**src/hdl/lmb_pkg.sv**
```systemverilog
`default_nettype none
package lmb_pkg;

	localparam int MAX_DIM    = 1024;
	localparam int PIXEL_BITS = 8;
	localparam int CFG_W      = 11;
	localparam int PIX_IN_W   = 8;

	localparam int COL_W     = $clog2(MAX_DIM);
	localparam int ROW_W     = $clog2(MAX_DIM + 2);
	localparam int SLOT_W    = 2;
	localparam int SLOTS     = 4;
	localparam int MEM_DEPTH = SLOTS * MAX_DIM;
	localparam int SUM_W     = PIXEL_BITS + 4;
	localparam int DIM_RESET = (MAX_DIM < 1024) ? MAX_DIM : 1024;

	localparam int FIFO_DEPTH = 4;
	localparam int FIFO_AW    = $clog2(FIFO_DEPTH);
	localparam int LVL_W      = $clog2(FIFO_DEPTH + 1);

	localparam logic REQ_PIXEL = 1'b0;
	localparam logic REQ_DRAIN = 1'b1;

	typedef logic [PIXEL_BITS-1:0] pix_t;

	// one image column of the window: rows above, centre and below
	typedef struct packed {
		pix_t top;
		pix_t mid;
		pix_t bot;
	} col_t;

	typedef enum logic [1:0] {
		COL_FIRST,
		COL_SECOND,
		COL_OTHER
	} col_kind_t;

	typedef struct packed {
		col_t      column;
		logic      emit;
		col_kind_t kind;
		logic      frame_end;
	} step_t;

endpackage
`default_nettype wire

```
**src/hdl/lmb_fifo.sv**
```systemverilog
`default_nettype none
module lmb_fifo import lmb_pkg::*; (
	input  wire logic        clk,
	input  wire logic        arst_n,
	input  wire logic        push,
	input  wire step_t       push_data,
	input  wire logic        pop,
	output logic             pop_valid,
	output step_t            pop_data,
	output logic [LVL_W-1:0] level
);

	step_t              slots [FIFO_DEPTH];
	logic [FIFO_AW-1:0] wr_ptr_q;
	logic [FIFO_AW-1:0] rd_ptr_q;
	logic [LVL_W-1:0]   level_q;

	assign level     = level_q;
	assign pop_valid = level_q != '0;
	assign pop_data  = slots[rd_ptr_q];

	always_ff @(posedge clk or negedge arst_n) begin
		if (!arst_n) begin
			wr_ptr_q <= '0;
			rd_ptr_q <= '0;
			level_q  <= '0;
		end else begin
			if (push) begin
				wr_ptr_q <= wr_ptr_q + FIFO_AW'(1);
			end
			if (pop) begin
				rd_ptr_q <= rd_ptr_q + FIFO_AW'(1);
			end
			if (push && !pop) begin
				level_q <= level_q + LVL_W'(1);
			end else if (pop && !push) begin
				level_q <= level_q - LVL_W'(1);
			end
		end
	end

	always_ff @(posedge clk) begin
		if (push) begin
			slots[wr_ptr_q] <= push_data;
		end
	end

`ifndef NO_ASSERTIONS
	a_no_underflow: assert property (@(posedge clk) disable iff (!arst_n)
		pop |-> level_q != '0)
		else $error("pop from empty queue");

	a_no_overflow: assert property (@(posedge clk) disable iff (!arst_n)
		(push && !pop) |-> (32'(level_q) < FIFO_DEPTH))
		else $error("push into full queue");
`endif

endmodule
`default_nettype wire

```
**config.mk**
```make
export PLATFORM = sky130hd
export DESIGN_NAME = lmb_fifo
export DESIGN_NICKNAME = d
export VERILOG_FILES = /design/src/hdl/lmb_pkg.sv /design/src/hdl/lmb_fifo.sv
export SDC_FILE = /design/constraint.sdc
export NUM_CORES = 1
export LEC_CHECK = 0
export BUFFER_PORTS_ARGS = -buffer_cell sky130_fd_sc_hd__buf_2
export CAP_MARGIN = 15
export CELL_PAD_IN_SITES_DETAIL_PLACEMENT = 0
export CELL_PAD_IN_SITES_GLOBAL_PLACEMENT = 2
export CORE_MARGIN = 1
export CORE_UTILIZATION = 45
export CTS_BUF_LIST = sky130_fd_sc_hd__clkbuf_8
export DETAILED_ROUTE_END_ITERATION = 16
export PLACE_DENSITY_LB_ADDON = 0.15
export REMOVE_ABC_BUFFERS = 1
export SYNTH_ARGS = -nofsm -noshare
export SYNTH_HDL_FRONTEND = slang
export SYNTH_SLANG_ARGS = --single-unit
```
**constraint.sdc**
```tcl
create_clock -name clk -period 2 [get_ports clk]
set_input_delay 0.4 -clock clk [delete_from_list [all_inputs] [get_ports clk]]
set_output_delay 0.4 -clock clk [all_outputs]
set_load 0.005 [all_outputs]
```
==> results.py <==
metrics = {
    "floorplan": {
        "die_y_um": 101.2,
        "ioPinCount": 64,
        "die_w_um": 101.2,
        "dieArea_mm2": 0.01024,
        "core_area_mm2": 0.009371,
        "fp-row-count": 35,
        "initial_utilization": 0.4726,
    },
    "setup_path": {
        "r2r_cells": 4,
        "end_kind": "output port",
        "critPathKind": "flop to output port",
        "timing.critical_path.fanout_max": 7,
        "timing.critical_path.slowest_stage_cell": "sky130_fd_sc_hd__mux4_2",
        "cp_num_buf_inv": 3,
        "r2r_start": "wr_ptr_q[0]$_DFFE_PN0P_",
        "critical_path.reg2reg.endpoint": "slots[0][12]$_DFFE_PP_",
        "critPathLaunchType": "flop",
        "crit_cells": 4,
        "required_ns": 1.60,
        "start_point_of_the_critical_path": "rd_ptr_q[0]$_DFFE_PN0P_",
        "critical_path.endpoint": "pop_data[11]",
        "crit_chain": "buf_6 -> buf_12 -> mux4_2 -> buf_2",
        "regToRegSetupSlack_ns": 0.48,
        "worst_path_arrival_ns": 1.73,
        "critical-path-top-delay-family": "multiplexers",
        "cpPeakStageDelay_ns": 0.51,
    },
    "clocking": {
        "cts-htree-levels": 4,
        "cts_tree": "done",
        "clk-insertion-delay-late_ns": 0.40,
        "cts_made_buffers": 17,
        "ctsLongestPathBuffers": 2,
        "clk_transition_reported_paths_ns": 0.07,
        "clock_sink_count": 119,
        "clock-root-buffer": "sky130_fd_sc_hd__clkbuf_8",
    },
    "yosys": {
        "syn-instance-count": 179,
        "ys_seq_elements": 119,
        "seq_area_frac_synth": 0.7989,
        "synth-warning-count": 0,
        "synthesis.area_per_instance_um2": 24.74,
        "synth_cell_types": 17,
        "mappedNetlistArea_mm2": 0.004429,
    },
    "detailed_routing": {
        "drt_pre_antenna_iters": 4,
        "top_routing_layer_used": "met4",
        "dr_wl_met3_um": 260,
        "drt_iter0_markers": 95,
        "totalWireLength_um": 7495,
        "via_per_inst": 4.925,
        "vias": 2029,
        "remaining_drc_errors": 0,
        "post_drt_wl_per_cell_um": 18.19,
        "wl_met1_um": 3261,
        "detailroute.wirelength.met2_um": 3878,
        "antenna_violating_nets_post_route": 0,
    },
    "final_layout": {
        "antennaDiodeCount": 0,
        "fillerInstances": 722,
        "postLayoutCoreUtil": 0.5854,
        "mostFrequentLayoutCell": "sky130_fd_sc_hd__edfxtp_1",
        "layoutNonFillerInstCount": 412,
        "layout_common_cells": "sky130_fd_sc_hd__edfxtp_1, sky130_fd_sc_hd__buf_2, sky130_fd_sc_hd__mux4_2",
        "finalInstanceArea_mm2": 0.005487,
        "finalNetCount": 308,
        "final_layout_size_suffix_gt1_frac": 0.4982,
        "area_growth_syn_to_layout_pct": 23.87,
    },
    "sta": {
        "post-route-min-period_ns": 2.131,
        "final_max_slew_viol_count": 0,
        "unrepaired_setup_endpoints_after_global_routing": "yes",
        "finalHoldViolCount": 0,
        "achievable-frequency_mhz": 469.2,
        "fin_worst_skew_ns": 0.01188,
        "worst-slew-pin-transition_ns": 0.3220,
        "setup-violations-final": 28,
        "min_period_over_period": 1.066,
        "fin_ws_ns": -0.1314,
        "maxSlewHeadroom": 0.7853,
    },
    "placement": {
        "port_buffers": 63,
        "dpl.hpwl_um": 4806,
        "place.detailed.instances": 376,
        "place.gp.congestion": 0.6716,
        "worst_setup_slack_post_dpl_ns": 0.2292,
        "postPlaceCellArea_mm2": 0.005006,
    },
    "power_and_ir_drop": {
        "p_seq_frac": 0.431,
        "power_report.internal_total_uw": 5959,
        "power_density_mw_per_mm2": 1465,
        "power.share.combinational": 0.275,
        "power.ir.vdd_worst_v": 0.0006080,
        "power.static_leakage_uw": 0.001972,
        "power.share.switching": 0.2589,
        "share_clk_of_total_power": 0.295,
        "netSwitchingPower_uw": 2081,
    },
    "grt": {
        "grt_pass1_wl_um": 11740,
        "antenna_found_initial": 0,
        "grt_util_all_layers": 0.1649,
        "first_global_vias": 2153,
        "grt_overflow_total": 0,
        "grt_start_max_net_pins": 22,
    },
    "hold_path": {
        "hold_class": "input pin to flop",
    },
    "status": {
        "status": "finished with violations",
        "violations_in_the_final_reports": "setup timing",
    },
    "run": {
        "maxCapViolCount": 0,
    },
}
## through the flow
step                total power, uW  hold WS (ns)  TNS (ns)
finish                         8040        0.2128    -1.807
global route                   8467        0.1814    -3.978
CTS                            8253        0.1800    -3.117
detailed placement             5719        0.2586         0
global placement               5689        0.2532         0
floorplan                      4687        0.1044    -9.164
## power groups by stage
stage / clock network, uW / registers, uW / logic [uW]
floorplan: 0 / 3640 / 1040
global placement: 0 / 3520 / 2170
detailed placement: 0 / 3540 / 2180
CTS: 2430 / 3460 / 2360
global route: 2530 / 3510 / 2420
finish: 2370 / 3460 / 2210
## worst register-to-register path: stages, from the launching register on
cell,delay (ns)
sky130_fd_sc_hd__dfrtp_1,0.43
sky130_fd_sc_hd__inv_1,0.10
sky130_fd_sc_hd__ha_1,0.13
sky130_fd_sc_hd__and2_2,0.34
sky130_fd_sc_hd__buf_12,0.23
## worst min path at each step
| stage | endpoint | slack (ns) | start | cells past startpoint |
|---|---|---|---|---|
| after global routing | slots[3][23]$_DFFE_PP_ | 0.18 | push_data[23] | 1 |
| after detailed placement | level[1]$_DFFE_PN0P_ | 0.26 | arst_n | 1 |
| after floorplan | level[0]$_DFFE_PN0P_ | 0.10 | arst_n | 0 |
| after global placement | level[1]$_DFFE_PN0P_ | 0.25 | arst_n | 1 |
| after CTS | slots[3][14]$_DFFE_PP_ | 0.18 | push_data[14] | 1 |
| final | slots[3][1]$_DFFE_PP_ | 0.21 | push_data[1] | 1 |
## cells by family after synthesis
kind of cell	Yosys count	share of synthesized area
simple gates	8	0.009604
mux	29	0.1449
fa+ha+maj	6	0.01864
xor+xnor	6	0.01186
buf+inv	10	0.01497
compound gates	1	0.001129
flops	119	0.7989
## cell usage after synthesis (all sizes together)
cell    instances  area, um^2
xnor2           2       17.52
xor2            4       35.03
dfrtp           7       175.2
edfxtp        112        3363
mux4           28       630.6
or3             1       6.260
nor2            1       3.750
ha              5       62.56
inv             4       15.01
o21ai           1       5.000
mux2            1       11.26
and2            4       25.02
nand2           2       7.510
fa              1       20.02
buf             6       51.30
## repair_timing
item                                   in CTS  in global routing
pin swaps                                   0                  0
gates cloned                                1                  0
hold buffers                                1                  0
buffers inserted                            5                  0
setup endpoints to repair                  28                 28
gates resized for setup                     6                  1
endpoints found under the hold margin       7                  0
## layout make-up
class / count / area [um^2] / area share
clock buffer: 17 / 234.0 / 0.04265
clock inverter: 15 / 210.2 / 0.03831
inverter: 4 / 15.01 / 0.002737
multi-input combinational: 50 / 829.5 / 0.1512
sequential: 119 / 3541 / 0.6454
tap: 129 / 161.4 / 0.02942
timing repair buffer: 78 / 495.5 / 0.09031
## state kept, by name, summed over array words and instances, names as in the netlist
| name | flops |
|---|---|
| rd_ptr_q | 2 |
| level | 3 |
| wr_ptr_q | 2 |
| slots | 112 |
## metal layers
layer | track usage | vias to the layer above
li1 | - | 930
met1 | 0.2080 | 1037
met2 | 0.2721 | 52
met3 | 0.04762 | 10
met4 | 0.06466 | 0
met5 | 0 | -
No activity file was read; power rests on OpenSTA's default activity.
