`src/hdl/lmb_pkg.sv`:
```
`default_nettype none
package lmb_pkg;

	localparam int MAX_DIM    = 1024;
	localparam int PIXEL_BITS = 8;
	localparam int CFG_W      = 11;
	localparam int PIX_IN_W   = 8;

	localparam int COL_W     = $clog2(MAX_DIM);
	localparam int ROW_W     = $clog2(MAX_DIM + 2);
	localparam int SLOT_W    = 2;
	localparam int SLOTS     = 4;
	localparam int MEM_DEPTH = SLOTS * MAX_DIM;
	localparam int SUM_W     = PIXEL_BITS + 4;
	localparam int DIM_RESET = (MAX_DIM < 1024) ? MAX_DIM : 1024;

	localparam int FIFO_DEPTH = 4;
	localparam int FIFO_AW    = $clog2(FIFO_DEPTH);
	localparam int LVL_W      = $clog2(FIFO_DEPTH + 1);

	localparam logic REQ_PIXEL = 1'b0;
	localparam logic REQ_DRAIN = 1'b1;

	typedef logic [PIXEL_BITS-1:0] pix_t;

	// one image column of the window: rows above, centre and below
	typedef struct packed {
		pix_t top;
		pix_t mid;
		pix_t bot;
	} col_t;

	typedef enum logic [1:0] {
		COL_FIRST,
		COL_SECOND,
		COL_OTHER
	} col_kind_t;

	typedef struct packed {
		col_t      column;
		logic      emit;
		col_kind_t kind;
		logic      frame_end;
	} step_t;

endpackage
`default_nettype wire

```
`src/hdl/lmb_channels.sv`:
```
`default_nettype none


interface lmb_res_if;
	logic valid;
	logic ready;
	logic above_mean;
	logic frame_end;

	modport source (output valid, above_mean, frame_end, input ready);
	modport sink (input valid, above_mean, frame_end, output ready);
endinterface

`default_nettype wire

```
`src/hdl/lmb_back.sv`:
```
`default_nettype none
module lmb_back import lmb_pkg::*; (
	input  wire logic  clk,
	input  wire logic  arst_n,
	input  wire logic  pop_valid,
	input  wire step_t pop_data,
	output logic       pop,
	lmb_res_if.source  res
);

	col_t             a_q;
	col_t             b_q;
	col_t             left_c;
	col_t             centre_c;
	col_t             right_c;
	logic [SUM_W-1:0] sum;
	logic [SUM_W-1:0] centre9;
	logic             bit_c;
	logic             out_valid_q;
	logic             above_q;
	logic             end_q;

	// a step that yields nothing never waits on the output side
	assign pop = pop_valid && (!pop_data.emit || !out_valid_q || res.ready);

	// a_q holds column c-1, b_q column c-2 relative to the incoming column
	always_comb begin
		case (pop_data.kind)
			COL_FIRST: begin
				left_c   = b_q;
				centre_c = a_q;
				right_c  = a_q;
			end
			COL_SECOND: begin
				left_c   = a_q;
				centre_c = a_q;
				right_c  = pop_data.column;
			end
			default: begin
				left_c   = b_q;
				centre_c = a_q;
				right_c  = pop_data.column;
			end
		endcase
	end

	assign sum = SUM_W'(left_c.top) + SUM_W'(left_c.mid) + SUM_W'(left_c.bot)
		+ SUM_W'(centre_c.top) + SUM_W'(centre_c.mid) + SUM_W'(centre_c.bot)
		+ SUM_W'(right_c.top) + SUM_W'(right_c.mid) + SUM_W'(right_c.bot);
	assign centre9 = (SUM_W'(centre_c.mid) << 3) + SUM_W'(centre_c.mid);
	assign bit_c   = centre9 > sum;

	always_ff @(posedge clk or negedge arst_n) begin
		if (!arst_n) begin
			out_valid_q <= 1'b0;
		end else begin
			if (pop && pop_data.emit) begin
				out_valid_q <= 1'b1;
			end else if (res.ready) begin
				out_valid_q <= 1'b0;
			end
		end
	end

	always_ff @(posedge clk) begin
		if (pop) begin
			b_q <= a_q;
			a_q <= pop_data.column;
		end
		if (pop && pop_data.emit) begin
			above_q <= bit_c;
			end_q   <= pop_data.frame_end;
		end
	end

	assign res.valid      = out_valid_q;
	assign res.above_mean = above_q;
	assign res.frame_end  = end_q;

`ifndef NO_ASSERTIONS
	a_no_overwrite: assert property (@(posedge clk) disable iff (!arst_n)
		(pop && pop_data.emit) |-> (!out_valid_q || res.ready))
		else $error("held result overwritten");
`endif

endmodule
`default_nettype wire

```
`src/flat_wrapper.sv`:
```
// flat-port wrapper written by rule: the top's interface ports become plain ports
module lmb_back_flat import lmb_pkg::*;
  (clk, arst_n, pop_valid, pop_data, pop, res_valid, res_above_mean, res_frame_end, res_ready);
  lmb_res_if res_i ();
  input  wire logic clk;
  input  wire logic arst_n;
  input  wire logic pop_valid;
  input  wire step_t pop_data;
  output logic pop;
  output wire logic [$bits(res_i.valid)-1:0] res_valid;
  output wire logic [$bits(res_i.above_mean)-1:0] res_above_mean;
  output wire logic [$bits(res_i.frame_end)-1:0] res_frame_end;
  input wire logic [$bits(res_i.ready)-1:0] res_ready;
  assign res_valid = res_i.valid;
  assign res_above_mean = res_i.above_mean;
  assign res_frame_end = res_i.frame_end;
  assign res_i.ready = res_ready;
  lmb_back u_core (.clk(clk), .arst_n(arst_n), .pop_valid(pop_valid), .pop_data(pop_data), .pop(pop), .res(res_i));
endmodule
```
`config.mk`:
```
export PLATFORM = sky130hd
export DESIGN_NAME = lmb_back_flat
export DESIGN_NICKNAME = d
export VERILOG_FILES = /design/src/hdl/lmb_pkg.sv /design/src/hdl/lmb_channels.sv /design/src/hdl/lmb_back.sv /design/src/flat_wrapper.sv
export SDC_FILE = /design/constraint.sdc
export NUM_CORES = 1
export LEC_CHECK = 0
export BUFFER_PORTS_ARGS = -buffer_cell sky130_fd_sc_hd__clkbuf_2
export CAP_MARGIN = 30
export CELL_PAD_IN_SITES_DETAIL_PLACEMENT = 1
export CELL_PAD_IN_SITES_GLOBAL_PLACEMENT = 2
export CORE_MARGIN = 2
export CORE_UTILIZATION = 35
export CTS_CLUSTER_SIZE = 25
export DETAILED_ROUTE_END_ITERATION = 6
export PLACE_DENSITY = 0.71
export SYNTH_ARGS = -nofsm -noshare
export SYNTH_HDL_FRONTEND = slang
export SYNTH_SLANG_ARGS = --single-unit
```
`constraint.sdc`:
```
create_clock -name clk -period 12.35 [get_ports clk]
set_input_delay 2.47 -clock clk [delete_from_list [all_inputs] [get_ports clk]]
set_output_delay 2.47 -clock clk [all_outputs]
set_load 0.02 [all_outputs]
```
==> run_results.csv <==
group,metric,value,unit
hold_path,hold-path-cell-count,0,
sta,finalMaxSlewViolations,0,
clock_network,cts_tree,"done",
layout,layout.core_utilization,0.400,
run_status,status,"complete, no violations",
clock_network,clk_pin_slew_worst_paths,0.07,ns
critical_path,critical_path_class,"in2reg",
sta,layout_setup_ws,3.46,ns
sta,total_negative_setup_slack,0,ns
sta,grt_setup_unrepaired,"no",
critical_path,worst_r2r_path_depth,27,
layout,fill_cells,1365,
clock_network,cts.root.buffer_cell,"sky130_fd_sc_hd__clkbuf_16",
die,die-height,117,um
clock_network,clock_tree.htree_level_count,2,
clock_network,cts-resized-gates,0,
sta,finalHoldViolCount,0,
global_routing,largest_net_degree_at_the_start_of_global_routing,51,
synthesis,synth_area,4480,um^2
global_routing,grt_pass1_vias,3054,
critical_path,setup_crit_end_kind,"flip-flop",
hold_path,min_to,"u_core.b_q[2]",
synthesis,synth_cell_type_count,45,
critical_path,arrival,8.94,ns
sta,clock-skew-final,0.00480,ns
synthesis,yosysSeqAreaShare,0.341,
place,place.gp.congestion,0.765,
critical_path,crit_fanout,24,
critical_path,rrSetupSlack,5.71,ns
critical_path,worstPathRequired,12.40,ns
critical_path,critPathLaunchType,"input pin",
clock_network,cts.hold.buffers_added,0,
clock_network,worstSkewPairLatency,0.30,ns
sta,tightestPinTransition,0.652,ns
die,initial_core_util,0.356,
critical_path,worst_path_largest_cell_delay,0.56,ns
layout,layout_commonest_cell,"sky130_fd_sc_hd__inv_1",
routing,route.final.wire_length,9270,um
critical_path,crit-reg2reg-capture,"u_core.res.above_mean",
clock_network,total_number_of_clock_tree_sinks,51,
synthesis,postSynthAreaPerCell,12.3,um^2
global_routing,grt_pass1_wl,15400,um
synthesis,synth_cells,365,
place,dpl.hpwl,7650,um
hold_path,timing.hold.worst.class,"reg2reg",
routing,drtAntennaViolNets,0,
layout,final_net_count,524,
sta,max_freq,112,MHz
clock_network,post-cts-setup-buffers,0,
layout,area_growth,12.4,%
synthesis,synth.ff_latch_count,51,
synthesis,netlist.top_cell.by_area,"sky130_fd_sc_hd__edfxtp_1",
routing,first_pass_iters,4,
layout,antenna_cells_inserted,0,
layout,commonest_cells_after_routing_fill_and_taps_aside,"sky130_fd_sc_hd__inv_1 (69), sky130_fd_sc_hd__edfxtp_1 (50), sky130_fd_sc_hd__fa_1 (49), sky130_fd_sc_hd__ha_1 (38), sky130_fd_sc_hd__clkbuf_2 (35)",
global_routing,grtUsageTotal,0.149,
synthesis,netlist_top_cells_area,"sky130_fd_sc_hd__edfxtp_1 (34%), sky130_fd_sc_hd__fa_1 (22%), sky130_fd_sc_hd__ha_1 (11%)",
hold_path,worstHoldStart,"u_core.a_q[2]",
sta,fin_crit,8.89,ns
die,ioPinCount,36,
sta,setup_violations,0,
layout,drive_gt1_frac,0.151,
synthesis,synthesis.yosys.warnings,0,
clock_network,cts-root-to-sink-buffers,2,
place,dpl_worst_slack,3.12,ns
sta,layout_worst_path_cycle_share,0.720,
critical_path,slowest_stage,"sky130_fd_sc_hd__fa_1",
synthesis,synth.net_count,484,
run,max_cap_violations,0,
die,die_w,117,um
routing,drt-vias-per-instance,4.76,
place,portBuffers,35,
sta,slew_headroom,0.565,
routing,drt_first_iter_violations,91,
routing,num_vias,2746,
critical_path,crit-reg2reg-launch,"u_core.a_q[8]",
synthesis,synth_top_area_share,0.335,
routing,drt_drc_violations_left,0,
routing,avgRoutedWirePerCell,16.1,um
clock_network,cts_inserted_buffers,5,
die,placementRows,41,
global_routing,grt_antenna_before_repair,0,
die,die_area,13700,um^2
global_routing,globalRouteOverflowTotal,0,
die,core,12600,um^2
kinds of logic after synthesis:
kind of cell / synth area share
muxes: 0.118
xor gates and xnor gates: 0.0333
adders and majority gates: 0.325
and+or+nand+nor: 0.0464
AOI/OAI and AO/OA: 0.0688
DFF: 0.341
buffers and inverters: 0.0668
routing by layer:
layer / GRT usage / vias to the layer above / share of wire
li1: - / 1336 / -
met1: 0.185 / 1360 / 0.45
met2: 0.271 / 40 / 0.52
met3: 0.0263 / 10 / 0.026
met4: 0.0337 / 0 / 0.011
met5: 0 / - / 0
stage by stage:
stage / instance area [um^2] / hold slack [ns] / std cells
after CTS: 5030 / 0.516 / 577
after global routing: 5030 / 0.535 / 577
after floorplan: 4480 / 0.467 / 365
after detailed placement: 4870 / 0.501 / 570
after global placement: 4870 / 0.491 / 570
final: 5030 / 0.517 / 577
worst max-delay path by stage:
stage / from / to / slack, ns / cells past startpoint
global placement: pop_data[1] / u_core.res.above_mean / 3.26 / 30
detailed placement: pop_data[1] / u_core.res.above_mean / 3.12 / 30
floorplan: pop_data[1] / u_core.res.above_mean / 3.84 / 30
CTS: pop_data[1] / u_core.res.above_mean / 3.39 / 30
global route: pop_data[1] / u_core.res.above_mean / 2.95 / 30
finish: pop_data[1] / u_core.res.above_mean / 3.46 / 30
synth_stat cells (all sizes together):
| library cell | instances |
|---|---|
| inv | 71 |
| edfxtp | 50 |
| fa | 49 |
| ha | 38 |
| mux2 | 32 |
| mux2i | 17 |
| a21oi | 16 |
| nor2 | 9 |
| xor2 | 9 |
| xnor2 | 8 |
| nand2 | 6 |
| nor3 | 6 |
| o21ai | 6 |
| buf | 5 |
| o21bai | 5 |
| a211oi | 4 |
| a21o | 4 |
| nand3 | 4 |
| nand4 | 3 |
| nor2b | 3 |
| nor3b | 2 |
| o311ai | 2 |
| or2 | 2 |
| a211o | 1 |
| a21boi | 1 |
| a221oi | 1 |
| a31oi | 1 |
| and2 | 1 |
| and4 | 1 |
| dfrtp | 1 |
| nand2b | 1 |
| nor4 | 1 |
| o211ai | 1 |
| o21a | 1 |
| o22ai | 1 |
| o31a | 1 |
| or3 | 1 |
sequential cells by signal (all words and copies together), names as in the netlist:
register,cells
u_core.b_q,24
u_core.res.frame_end,1
u_core.res.above_mean,1
u_core.res.valid,1
u_core.a_q,24
cell type report:
cell class              count  area (um^2)  area share
flip-flops and latches     51         1530       0.303
clock inverters             2         37.5     0.00746
inverters                  71          267      0.0529
well taps                 172          215      0.0428
multi-input cells         238         2670       0.529
clock buffers               5          125      0.0249
repair buffers             38          198      0.0393
worst max-delay path, delay by kind of cell:
kind            cells  cell delay [ns]
mux                 1             0.36
simple gates        3             0.27
xor+xnor            2             0.29
fa+ha+maj           8             3.18
compound gates     11             1.73
buf+inv             5             0.61
Power is not shown: default switching activity piles up to over one toggle a cycle in this logic, so the estimate is an artifact.
